### config.mk
export PLATFORM = sky130hd
export DESIGN_NAME = gge_mul
export DESIGN_NICKNAME = d
export VERILOG_FILES = /design/src/sv/gge_mul.sv
export SDC_FILE = /design/constraint.sdc
export NUM_CORES = 2
export LEC_CHECK = 0
export BUFFER_PORTS_ARGS = -buffer_cell sky130_fd_sc_hd__buf_2
export CAP_MARGIN = 0
export CORE_UTILIZATION = 50
export DETAILED_ROUTE_END_ITERATION = 7
export GPL_ROUTABILITY_DRIVEN = 0
export PLACE_DENSITY = 0.67
export SYNTH_ARGS = -nofsm -noshare
export SYNTH_HDL_FRONTEND = slang
export SYNTH_SLANG_ARGS = --single-unit
### constraint.sdc
create_clock -name clk -period 8.6 [get_ports clk]
set_input_delay 0.43 -clock clk [delete_from_list [all_inputs] [get_ports clk]]
set_output_delay 0.43 -clock clk [all_outputs]
set_load 0.05 [all_outputs]
### src/sv/gge_mul.sv
// ---------------------------------------------------------------------------
// gge_mul
// Shared 32x32 unsigned multiplier with registered product.
// ---------------------------------------------------------------------------
module gge_mul (
  input  logic        clk,
  input  logic [31:0] a,
  input  logic [31:0] b,
  output logic [63:0] p
);

  // Register the product
  always_ff @(posedge clk) begin
    p <= 64'(a) * 64'(b);
  end

endmodule

# Yosys cells after proc, flatten, opt, wreduce, memory -nomap -nowiden

Cells that the tools add are included.

$mul: 1

Operators by type and width:

| kind                         | count |
|---|---|
| multiplier 32 x 32 -> 64 bit | 1 |

Bits in registers: 64
Bits of input ports: 65
Word-level logic and storage cells: 2

# Longest topological paths before layout

Word-level depth: 1
Mapped depth: 29
Mapped depth without buffers: 27

# Least setup slack after synthesis

Ideal clock, no wire load.

Path type: input-to-reg
Start point: in a[25]
End point: reg p[62]
Library setup time: 72 ps
Data arrival time: 7111 ps
Data required time: 8528 ps
Slack: 1417 ps
Cell stages on the path: 25
Buffers on the path: 2
Cell sequence: clkbuf_1 nand2_1 fa_1 inv_1 fa_1 inv_1 fa_1 inv_1 fa_1 fa_1 fa_1 fa_1 inv_1 fa_1 inv_1 ha_1 buf_2 nand4_1 or4_1 or3_1 a31oi_1 a31o_2 a211oi_1 o21ai_1 xor2_1

Longest elaborated chain between the ends: 1

RTL lines:

| item                         | line | source |
|---|---|---|
| from (decl)                  | 7    | `input logic [31:0] a,` |
| multiplier 32 x 32 -> 64 bit | 14   | `p <= 64'(a) * 64'(b);` |
| to (signal assigned)         | 14   |  |
| to (decl)                    | 9    | `output logic [63:0] p` |

No other way between the ends.

# Final worst setup path

Start point: in b[9]
End point: reg p[62]

Longest elaborated chain between the ends: 1

RTL lines:

| item                         | line | source |
|---|---|---|
| from (decl)                  | 8    | `input logic [31:0] b,` |
| multiplier 32 x 32 -> 64 bit | 14   |  |

No other way between the ends.

==> impl_metrics.env <==
export IMPL_io_buffers=128
export IMPL_highest_layer="met5"
export IMPL_route_met3_wl_mm=4.23
export IMPL_fp_row_count=96
export IMPL_final_common_cell="fa_1"
export IMPL_cap_viol_max_count=0
export IMPL_crit_path_start_kind="primary input"
export IMPL_crit_slowest_cell="fa_1"
export IMPL_vias=24800
export IMPL_yosysWarnings=0
export IMPL_synth_area_top_cells="fa_1 (52%), and2_1 (11%), ha_1 (9.5%), inv_1 (9.4%), nand2_1 (5.2%)"
export IMPL_drcViolationCount=0
export IMPL_ys_types=57
export IMPL_critPathMaxStageDelay_ns=0.60
export IMPL_synth_seq_cells=64
export IMPL_cts_hold_buf=0
export IMPL_rsz0062_at_grt="no"
export IMPL_path_class="in2reg"
export IMPL_initial_core_util_pct=50.6
export IMPL_yosysSeqAreaShare_pct=3.69
export IMPL_cts_tree="built"
export IMPL_reg_top3="p (64)"
export IMPL_path_common_cell="fa_1"
export IMPL_antenna_found_initial=3
export IMPL_io_pin_count=129
export IMPL_fp_dieW_um=265
export IMPL_synth_edff_count=0
export IMPL_period_needed_ns=8.01
export IMPL_hold_viol_final=0
export IMPL_fin_crit_sh_pct=93.2
export IMPL_drt_iter0_markers=1268
export IMPL_ctsResizeCount=0
export IMPL_crit_required_ns=8.87
export IMPL_drv_slew=0
export IMPL_num_nets_final=4930
export IMPL_first_pass_iters=6
export IMPL_fin_tns_setup_ns=0
export IMPL_viasPerCell=5.35
export IMPL_worst_pin_slew_ns=0.829
export IMPL_cp_cell_sequence="buf_2 -> nand2_1 -> fa_1 -> inv_1 -> fa_1 -> inv_1 -> fa_1 -> inv_1 -> fa_1 -> fa_1 -> fa_1 -> fa_1 -> inv_1 -> fa_1 -> inv_1 -> ha_1 -> nand4_1 -> or4_1 -> or3_1 -> a31oi_1 -> a31o_2 -> a211oi_1 -> o21ai_1 -> xor2_1"
export IMPL_critPathMaxFanout=32
export IMPL_dieArea_mm2=0.0704
export IMPL_dr_wl_met2_mm=48.0
export IMPL_largest_register="p"
export IMPL_mostFrequentLayoutCells="fa_1 (896), inv_1 (865), and2_1 (602), nand2_1 (480), ha_1 (263)"
export IMPL_core_area_mm2=0.0686
export IMPL_numCtsBuffers=9
export IMPL_final_antenna_net_count=0
export IMPL_cts_sinks=64
export IMPL_die_y_um=265
export IMPL_post_cts_repair_setup_buffers=0
export IMPL_fmax_mhz=125
export IMPL_largest_reg_flops=64
export IMPL_overflow=0
export IMPL_syn_avg_cell_area_um2=9.25
export IMPL_yosysTopAreaCell="fa_1"
export IMPL_synth_cells=3748
export IMPL_clock_path_buffers=2
export IMPL_routed_wire_length_per_instance_um=19.6
export IMPL_yosys_most_used_dff="dfxtp_1"
export IMPL_synth_top_area_share_pct=51.7
export IMPL_cts_root_buffer="clkbuf_16"
export IMPL_area_growth_pct=4.46
export IMPL_drive_gt1_share_pct=5.39
export IMPL_status="complete, no violations"
export IMPL_synthArstFlopShare_pct=0
export IMPL_grt_pass1_wl_mm=149
export IMPL_diodes=0
export IMPL_hold_path_class="in2reg"
export IMPL_synth_area_mm2=0.0347
export IMPL_cp_end_kind="flop"
export IMPL_routedLengthMet1_mm=34.6
export IMPL_grt_max_degree=33
export IMPL_slew_headroom_pct=44.7
export IMPL_synth_fp_nets=4972
export IMPL_track_usage_pct=27.4
export IMPL_routed_wl_mm=90.9
export IMPL_finalSetupViolCount=0
export IMPL_cts_clk_slew_worst_paths_ns=0.06
export IMPL_dp_hpwl_mm=74.8
export IMPL_htreeDepth=3
export IMPL_grt_pass1_vias=27300
export IMPL_critPathArrivalTime_ns=8.28
cell usage after synthesis (9+ instances only):
master and instances:
a21o_1 40, a21oi_1 63, a31oi_1 12, and2_1 602
and3_1 14, clkbuf_1 213, dfxtp_1 64, fa_1 896
ha_1 263, inv_1 865, nand2_1 480, nand3_1 10
nand4_1 23, nor2_1 20, o21a_1 9, o21ai_0 21
o21bai_1 10, xnor2_1 35, xor2_1 25
kinds of logic (layout without fill, tap and decap cells):
logic type | Yosys count | in the layout | synth area share, %
adders and majority gates | 1159 | 1159 | 61.2
buffers and inverters | 1085 | 1048 | 11.8
AOI/OAI and AO/OA | 202 | 202 | 4.15
muxes | 1 | 1 | 0.0289
xor gates and xnor gates | 60 | 60 | 1.52
DFF | 64 | 64 | 3.69
and+or+nand+nor | 1177 | 1177 | 17.6
stage by stage:
step / instances / area (um2) / util, % / hold WS [ns] / setup slack [ns]
final: 4642 / 36200 / 52.8 / 0.737 / 0.588
after detailed placement: 4626 / 35900 / 52.4 / 0.898 / 0.341
after floorplan: 3748 / 34700 / - / 0.557 / 1.42
after CTS: 4642 / 36200 / 52.8 / 0.741 / 0.690
after global routing: 4642 / 36200 / 52.8 / 0.747 / 0.246
after global placement: 4626 / 35900 / 52.4 / 0.899 / 0.480
final timing paths:
| check | end | cells after the start | start |
|---|---|---|---|
| max | p[62] | 24 | b[9] |
| min | p[0] | 2 | b[0] |
layer usage:
metal	track usage [%]	vias up
li1	-	10700
met1	33.3	13100
met2	49.7	785
met3	2.68	217
met4	10.9	6
met5	0	-
area by class of cell:
cell class	count	area [um2]
clock buffers	10	239
clock inverters	6	43.8
fillers	6378	32400
inverters	865	3250
multi-input cells	2599	29300
flip-flops and latches	64	1280
well taps	931	1160
repair buffers	167	933
critical path: cells and delay by family:
| kind | cells | cell delay [ns] |
|---|---|---|
| buffers and inverters | 6 | 0.82 |
| XOR/XNOR | 1 | 0.16 |
| AO/OA/AOI/OAI | 4 | 1.11 |
| AND/OR/NAND/NOR | 4 | 1.22 |
| adder cells (fa/ha/maj) | 9 | 4.52 |
Power is left out: the tool's default activity adds up to more than one toggle a clock period on the data nets, which glitch-free logic cannot reach.
