===== src/sv/gge_pkg.sv =====
// ---------------------------------------------------------------------------
// gge_pkg
// Shared types, constants and helpers for the gene expression step core.
// ---------------------------------------------------------------------------
package gge_pkg;

  localparam int COUNT_BITS_DEF     = 16;
  localparam int TIME_FRAC_BITS_DEF = 16;
  localparam int LOG_TABLE_BITS_DEF = 8;

  localparam int RATE_FRAC_BITS = 24;
  localparam int TIME_BITS      = 40;
  localparam int RATE_BITS      = 32;
  localparam int PROD_BITS      = 64;

  localparam logic [31:0] LN2_Q32 = 32'd2977044472;
  localparam logic [TIME_BITS-1:0] TIME_MAX = '1;

  // Register reset values
  localparam logic [31:0] MRNA_BIRTH_RST    = 32'd167772;
  localparam logic [31:0] MRNA_DECAY_RST    = 32'd96909;
  localparam logic [31:0] PROTEIN_BIRTH_RST = 32'd1938180;
  localparam logic [31:0] PROTEIN_DECAY_RST = 32'd3230;
  localparam logic [TIME_BITS-1:0] TIME_LIMIT_RST = 40'd2359296000;

  // Register indexes
  localparam logic [2:0] REG_MRNA_BIRTH    = 3'd0;
  localparam logic [2:0] REG_MRNA_DECAY    = 3'd1;
  localparam logic [2:0] REG_PROTEIN_BIRTH = 3'd2;
  localparam logic [2:0] REG_PROTEIN_DECAY = 3'd3;
  localparam logic [2:0] REG_TIME_LIMIT    = 3'd4;

  // Reaction codes
  localparam logic [2:0] RXN_MRNA_BIRTH    = 3'd0;
  localparam logic [2:0] RXN_MRNA_DECAY    = 3'd1;
  localparam logic [2:0] RXN_PROTEIN_BIRTH = 3'd2;
  localparam logic [2:0] RXN_PROTEIN_DECAY = 3'd3;
  localparam logic [2:0] RXN_NONE          = 3'd4;

  // Divider status
  typedef struct packed {
    logic busy;
    logic done;
  } div_stat_t;

  // Unsigned add that clips at all ones
  function automatic logic [PROD_BITS-1:0] sat_add64(input logic [PROD_BITS-1:0] a,
                                                     input logic [PROD_BITS-1:0] b);
    logic [PROD_BITS:0] s;
    s = {1'b0, a} + {1'b0, b};
    return s[PROD_BITS] ? '1 : s[PROD_BITS-1:0];
  endfunction

endpackage


===== src/sv/gge_div.sv =====
// ---------------------------------------------------------------------------
// gge_div
// Restoring unsigned divider, one quotient bit per cycle.
// ---------------------------------------------------------------------------
module gge_div #(
  parameter int W = 64
) (
  input  logic                clk,
  input  logic                rst,
  input  logic                start,
  input  logic [W-1:0]        dividend,
  input  logic [W-1:0]        divisor,
  output logic [W-1:0]        quotient,
  output gge_pkg::div_stat_t  stat
);
  import gge_pkg::*;

  localparam int CW = $clog2(W + 1);

  logic [W-1:0]  rem;
  logic [W-1:0]  rem_next;
  logic [W-1:0]  quo_next;
  logic [W:0]    trial;
  logic          ge;
  logic [CW-1:0] cnt;

  // One shift and subtract step
  always_comb begin
    trial    = {rem, quotient[W-1]};
    ge       = trial >= {1'b0, divisor};
    rem_next = ge ? W'(trial - {1'b0, divisor}) : trial[W-1:0];
    quo_next = {quotient[W-2:0], ge};
  end

  // Iterate over all dividend bits
  always_ff @(posedge clk) begin
    if (rst) begin
      stat <= '0;
      cnt  <= '0;
    end else begin
      stat.done <= 1'b0;
      if (start) begin
        rem       <= '0;
        quotient  <= dividend;
        cnt       <= '0;
        stat.busy <= 1'b1;
      end else if (stat.busy) begin
        rem      <= rem_next;
        quotient <= quo_next;
        cnt      <= cnt + 1'b1;
        if (cnt == CW'(W - 1)) begin
          stat.busy <= 1'b0;
          stat.done <= 1'b1;
        end
      end
    end
  end

endmodule


===== config.mk =====
export PLATFORM = sky130hd
export DESIGN_NAME = gge_div
export DESIGN_NICKNAME = d
export VERILOG_FILES = /design/src/sv/gge_pkg.sv /design/src/sv/gge_div.sv
export SDC_FILE = /design/constraint.sdc
export NUM_CORES = 1
export LEC_CHECK = 0
export BUFFER_PORTS_ARGS = -buffer_cell sky130_fd_sc_hd__buf_2
export CAP_MARGIN = 10
export CORE_MARGIN = 2
export CORE_UTILIZATION = 35
export CTS_BUF_LIST = sky130_fd_sc_hd__clkbuf_8
export CTS_CLUSTER_SIZE = 14
export DETAILED_ROUTE_END_ITERATION = 8
export GPL_TIMING_DRIVEN = 0
export PLACE_DENSITY = 0.59
export SETUP_SLACK_MARGIN = 0.1
export SYNTH_ARGS = -nofsm -noshare
export SYNTH_HDL_FRONTEND = slang
export SYNTH_SLANG_ARGS = --single-unit

===== constraint.sdc =====
create_clock -name clk -period 11.8 [get_ports clk]
set_input_delay 0.59 -clock clk [delete_from_list [all_inputs] [get_ports clk]]
set_output_delay 0.59 -clock clk [all_outputs]
set_load 0.02 [all_outputs]

Yosys cells after proc, flatten, opt, wreduce, memory -nomap -nowiden
Cells that the tools add are included.
{"block": "op_classes", "mux": 7, "bitwise": 2, "n_addsub": 2, "reduce_logical": 4, "eq_ne": 1, "n_lt_le_gt_ge": 1}
{"operator": "two-way mux 64 bit", "count": 4}
{"operator": "greater-or-equal comparator 65 x 64 -> 1 bit", "count": 1}
{"operator": "subtractor 64 bit", "count": 1}
{"operator": "adder 7 x 1 -> 7 bit, second input constant", "count": 1}
{"operator": "equality test 7 x 6 -> 1 bit, second input constant", "count": 1}
{"operator": "two-way mux 2 bit", "count": 2}
{"operator": "OR reduction 3 bit", "count": 1}
{"operator": "inverter 1 bit", "count": 2}
{"operator": "AND reduction 2 bit", "count": 1}
{"operator": "nonzero test 2 bit", "count": 1}
{"operator": "OR reduction 2 bit", "count": 1}
{"operator": "two-way mux 1 bit", "count": 1}
{"block": "totals", "inputBits": 131, "ff_bits": 137, "word_cells": 22}

Depth between registers and ports, before layout
{"block": "depth", "ltp_word": 4, "depth_mapped": 16, "depth_no_buf": 13}

Worst setup path before layout
Ideal clock, no wire load.
{"block": "synth_path", "path_type": "input to register", "startpoint": "input port start", "endpoint": "register stat[1] (netlist name)", "arrival_ns": 6.828, "setup_ns": 0.081, "slack_ns": 4.891, "n_path_buf": 1, "cell_stages": 4, "t_required_ns": 11.719, "cell_sequence": "clkbuf_1 > nor2_1 > nor2_1 > o31a_1"}
{"block": "synth_via", "elab_chain_len": 1}
{"item": "start, declared", "line_no": "gge_div.sv:10", "text": "input logic start,"}
{"item": "two-way mux 1 bit", "line_no": "gge_div.sv:42", "text": "if (start) begin"}
{"item": "end, declared", "line_no": "gge_div.sv:14", "text": "output gge_pkg::div_stat_t stat"}
Every way passes these cells.
A chain may end at the register's enable or synchronous reset.

Worst setup path in the final report
{"block": "layout_path", "startpoint": "register quotient[63]", "endpoint": "register rem[62], data pin"}
{"block": "layout_via", "elab_chain_len": 3, "word_cells_on_any_way": 4, "cone_classes": "add/sub (1); order compare (1); mux (2)"}
{"item": "start, declared", "line_no": "gge_div.sv:13", "text": "output logic [W-1:0] quotient,"}
{"item": "start signal, assigned", "line_no": "gge_div.sv:44", "text": "quotient <= dividend;"}
{"item": "start signal, assigned", "line_no": "gge_div.sv:49", "text": "quotient <= quo_next;"}
{"item": "subtractor 64 bit / greater-or-equal comparator 65 x 64 -> 1 bit (equally long branches)", "line_no": "gge_div.sv:31, gge_div.sv:30"}
{"item": "two-way mux 64 bit (*)", "line_no": "gge_div.sv:31", "text": "rem_next = ge ? W'(trial - {1'b0, divisor}) : trial[W-1:0];"}
{"item": "two-way mux 64 bit (*)", "line_no": "gge_div.sv:47", "text": "end else if (stat.busy) begin"}
{"item": "end signal, assigned", "line_no": "gge_div.sv:48", "text": "rem <= rem_next;"}
{"item": "end, declared", "line_no": "gge_div.sv:20", "text": "logic [W-1:0] rem;"}
Every way passes the cells marked *; elsewhere a longest branch is shown, timed or not. The select of a mux whose other input is x is not followed.

==> impl_metrics.yaml <==
synth:
  syn_inst: 1061
  synth_edf_count: 128
  avgSynthCellArea_sq_um: 9.517
  yosysWarnings: 0
  synth_seq_cells: 137
  synth_async_sr_flop_share_pct: 0
  netlist_top_cells_count: "142 x nand2_1, 128 x edfxtp_1, 118 x a21oi_1, 81 x inv_1, 65 x ha_1"
  syn-cell-area_sq_mm: 0.01010
  synth.most_common_cell: "nand2_1"
  yosys.area.top_type_share_pct: 38.07
  yosysTopAreaCell: "edfxtp_1"
  synth.area.top_cells: "edfxtp_1 38%, ha_1 8.1%, mux2_2 7.1%"
  ys_seq_area_share_pct: 39.85
  ys.flop_type: "edfxtp_1"
  yosysUniqueCellTypes: 81
  synth_nets: 1258
job:
  maxCapViolations: 0
die:
  rows: 62
  start_util_pct: 35.37
  coreArea_sq_mm: 0.02855
  ioPinCount: 197
  fp.dieH_um: 173.9
  dieWidth_um: 173.9
  dieArea_sq_mm: 0.03022
clocking:
  cts_tree: "done"
  clock_path_buffers: 2
  cts_buffers: 17
  clk_latency_ns: 0.48
  clkSlewWorstSetupHoldPaths_ns: 0.12
  cts_setup_buffers: 0
  hold_buffers: 0
  cts-root-buf: "clkbuf_8"
  cts.sink_count: 137
  htree_levels: 4
  ctsResizeCount: 0
sta:
  worst_pin_slew_ns: 0.9841
  fmax_mhz: 276.7
  finalSetupViolCount: 0
  rsz0062_at_grt: "no"
  fin_tns_setup_ns: 0
  hold_viol_final: 0
  clock_skew_ns: 0.02763
  hold_slack_ns: 0.3974
  period_minus_slack_ns: 3.615
  drv_slew: 0
  slew_headroom_pct: 34.39
  fin_crit_sh_pct: 30.63
place:
  dp.final_hpwl_mm: 22.09
  dp.cells: 1645
  port_buffers: 196
  place.gp.congestion: 0.8626
grt:
  grt_pass1_vias: 8982
  grt_start_max_net_pins: 35
  grt_usage_pct: 18.97
  antenna_found_initial: 5
  grt-ovfl-total: 0
  grt_pass1_wl_mm: 45.89
worst_setup_path:
  slowest_stage: "o21bai_1"
  path_cells: "inv_1 > ha_1 > fa_1 > nor2b_1 > o31ai_1 > a211o_1 > a211oi_1 > nor3_2 > o21bai_1 > a41oi_1 > xnor2_1 > nand2_2 > a21oi_2"
  rrSetupSlack_ns: 8.19
  cp.required_ns: 12.12
  worst_path_largest_cell_delay_ns: 0.51
  r2r-end: "rem[62]$_SDFFCE_PP0P_"
  worstRegToRegCells: 13
  path_class: "reg -> reg"
  start_kind: "flip-flop"
  cp_max_fo: 4
  reg2reg_from: "quotient[63]$_DFFE_PP_"
  cp.arrival_ns: 3.94
  endpoint_kind: "flip-flop"
power:
  finalPower_mw: 1.566
  peakVddDrop_mv: 0.07822
  p_per_area_mw_per_mm2: 129.5
  leakage_nw: 5.084
route:
  dr.pass1.iters: 5
  drt_iter0_markers: 452
  ant_nets: 0
  via_count: 8673
  wl_per_cell_um: 16.90
  drt-total-wl_mm: 28.38
  post_drt_via_cell_ratio: 5.166
  drc: 0
min_path:
  hold_path_end: "quotient[57]$_DFFE_PP_"
  min_delay_path_depth: 2
  min_from: "dividend[57]"
  hold_class: "in -> reg"
finish:
  nNetsFinal: 1477
  final_cell_count_no_fill: 1679
  layout-drive-gt1-share_pct: 29.08
  final_util_pct: 42.37
  area_delta_synth_final_pct: 19.78
  nFillCells: 2945
status:
  outcome: "completed"
## layout make-up
type	count	area [sq um]	share of cell area (%)
Multi-Input combinational cell	794	5522	45.65
Sequential cell	137	4024	33.27
Timing Repair Buffer	200	1069	8.835
Tap cell	384	480.5	3.973
Inverter	81	304.0	2.514
Buffer	49	255.2	2.110
Clock buffer	17	234.0	1.935
Clock inverter	15	201.4	1.666
Antenna cell	2	5.005	0.04138
## report_power, final
| part | switching, mW | total, mW | internal (mW) |
|---|---|---|---|
| Combinational | 0.324 | 0.544 | 0.220 |
| Clock | 0.251 | 0.416 | 0.165 |
| Sequential | 0.0207 | 0.606 | 0.585 |
## layout by cell type (no fill, tap or decap), types with 4 or more instances in the layout
cell type  netlist  layout
and2_1           5       5
o21bai_1        14      14
or3_1            6       6
xor2_1          25      25
ha_1            65      65
inv_8            0       4
nor2_1          55      54
clkbuf_1        21      21
a31oi_1         11      11
o21a_1          10      10
a211o_1          4       4
nand3_1         22      22
nor3_1          12      12
nor2b_1          6       6
a211oi_1         6       6
clkbuf_8         0      17
xnor2_1         35      35
clkinv_8         0       8
buf_2           16     212
edfxtp_1       128     128
dfxtp_1          9       9
mux2_2          64      64
nand2_2         10      10
o31ai_1          4       4
o21ai_0         43      43
a21oi_2         12      12
nand2_1        142     142
inv_1           81      81
and3_1           5       5
a21o_1          26      26
nand4_1         21      21
a21oi_1        118     118
a211oi_2        10      10
or2_2            5       5
## critical path: cells and delay by family (launching register included)
kind | cells | cell delay [ns]
AND/OR/NAND/NOR | 3 | 0.40
AO/OA/AOI/OAI | 6 | 1.69
flip-flops | 1 | 0.46
XOR/XNOR | 1 | 0.23
buffers and inverters | 1 | 0.07
adder cells (fa/ha/maj) | 2 | 0.62
## metrics by stage
| step | setup slack (ns) | area [sq um] |
|---|---|---|
| 6_report | 8.185 | 12090 |
| 4_1_cts | 8.191 | 12090 |
| 5_1_grt | 7.938 | 12090 |
| 2_1_floorplan | 4.891 | 10100 |
| 3_3_place_gp | 1.428 | 11560 |
| 3_5_place_dp | 7.980 | 11650 |
## registers in the layout (all words and copies together) (netlist names)
register  count
quotient     64
cnt           7
rem          64
stat          2
## worst max-delay path by stage
stage | endpoint | startpoint | slack, ns
after floorplan | stat[1]$_SDFF_PP0_ | start | 4.89
after global placement | stat[1]$_SDFF_PP0_ | start | 1.43
after detailed placement | rem[62]$_SDFFCE_PP0P_ | divisor[20] | 7.98
after CTS | rem[62]$_SDFFCE_PP0P_ | quotient[63]$_DFFE_PP_ | 8.19
after global routing | rem[62]$_SDFFCE_PP0P_ | quotient[63]$_DFFE_PP_ | 7.94
final | rem[62]$_SDFFCE_PP0P_ | quotient[63]$_DFFE_PP_ | 8.19
## per-layer routing
metal	routed length (um)	GRT usage, %	up-vias
met1	12490	23.71	4058
met3	2047	5.044	39
met2	13250	32.01	278
li1	-	-	4294
met5	24	0	-
met4	566	5.847	4
## logic make-up (layout without fill, tap and decap cells)
kind of cell	after synthesis	count (layout)	synth area share, %
and+or+nand+nor	309	309	14.14
buffers and inverters	130	362	5.539
adders and majority gates	66	66	8.253
DFF	137	137	39.85
xor gates and xnor gates	60	60	5.204
other	0	2	0
AOI/OAI and AO/OA	294	294	19.78
muxes	65	65	7.237
Power figures use the tool's default switching activity.
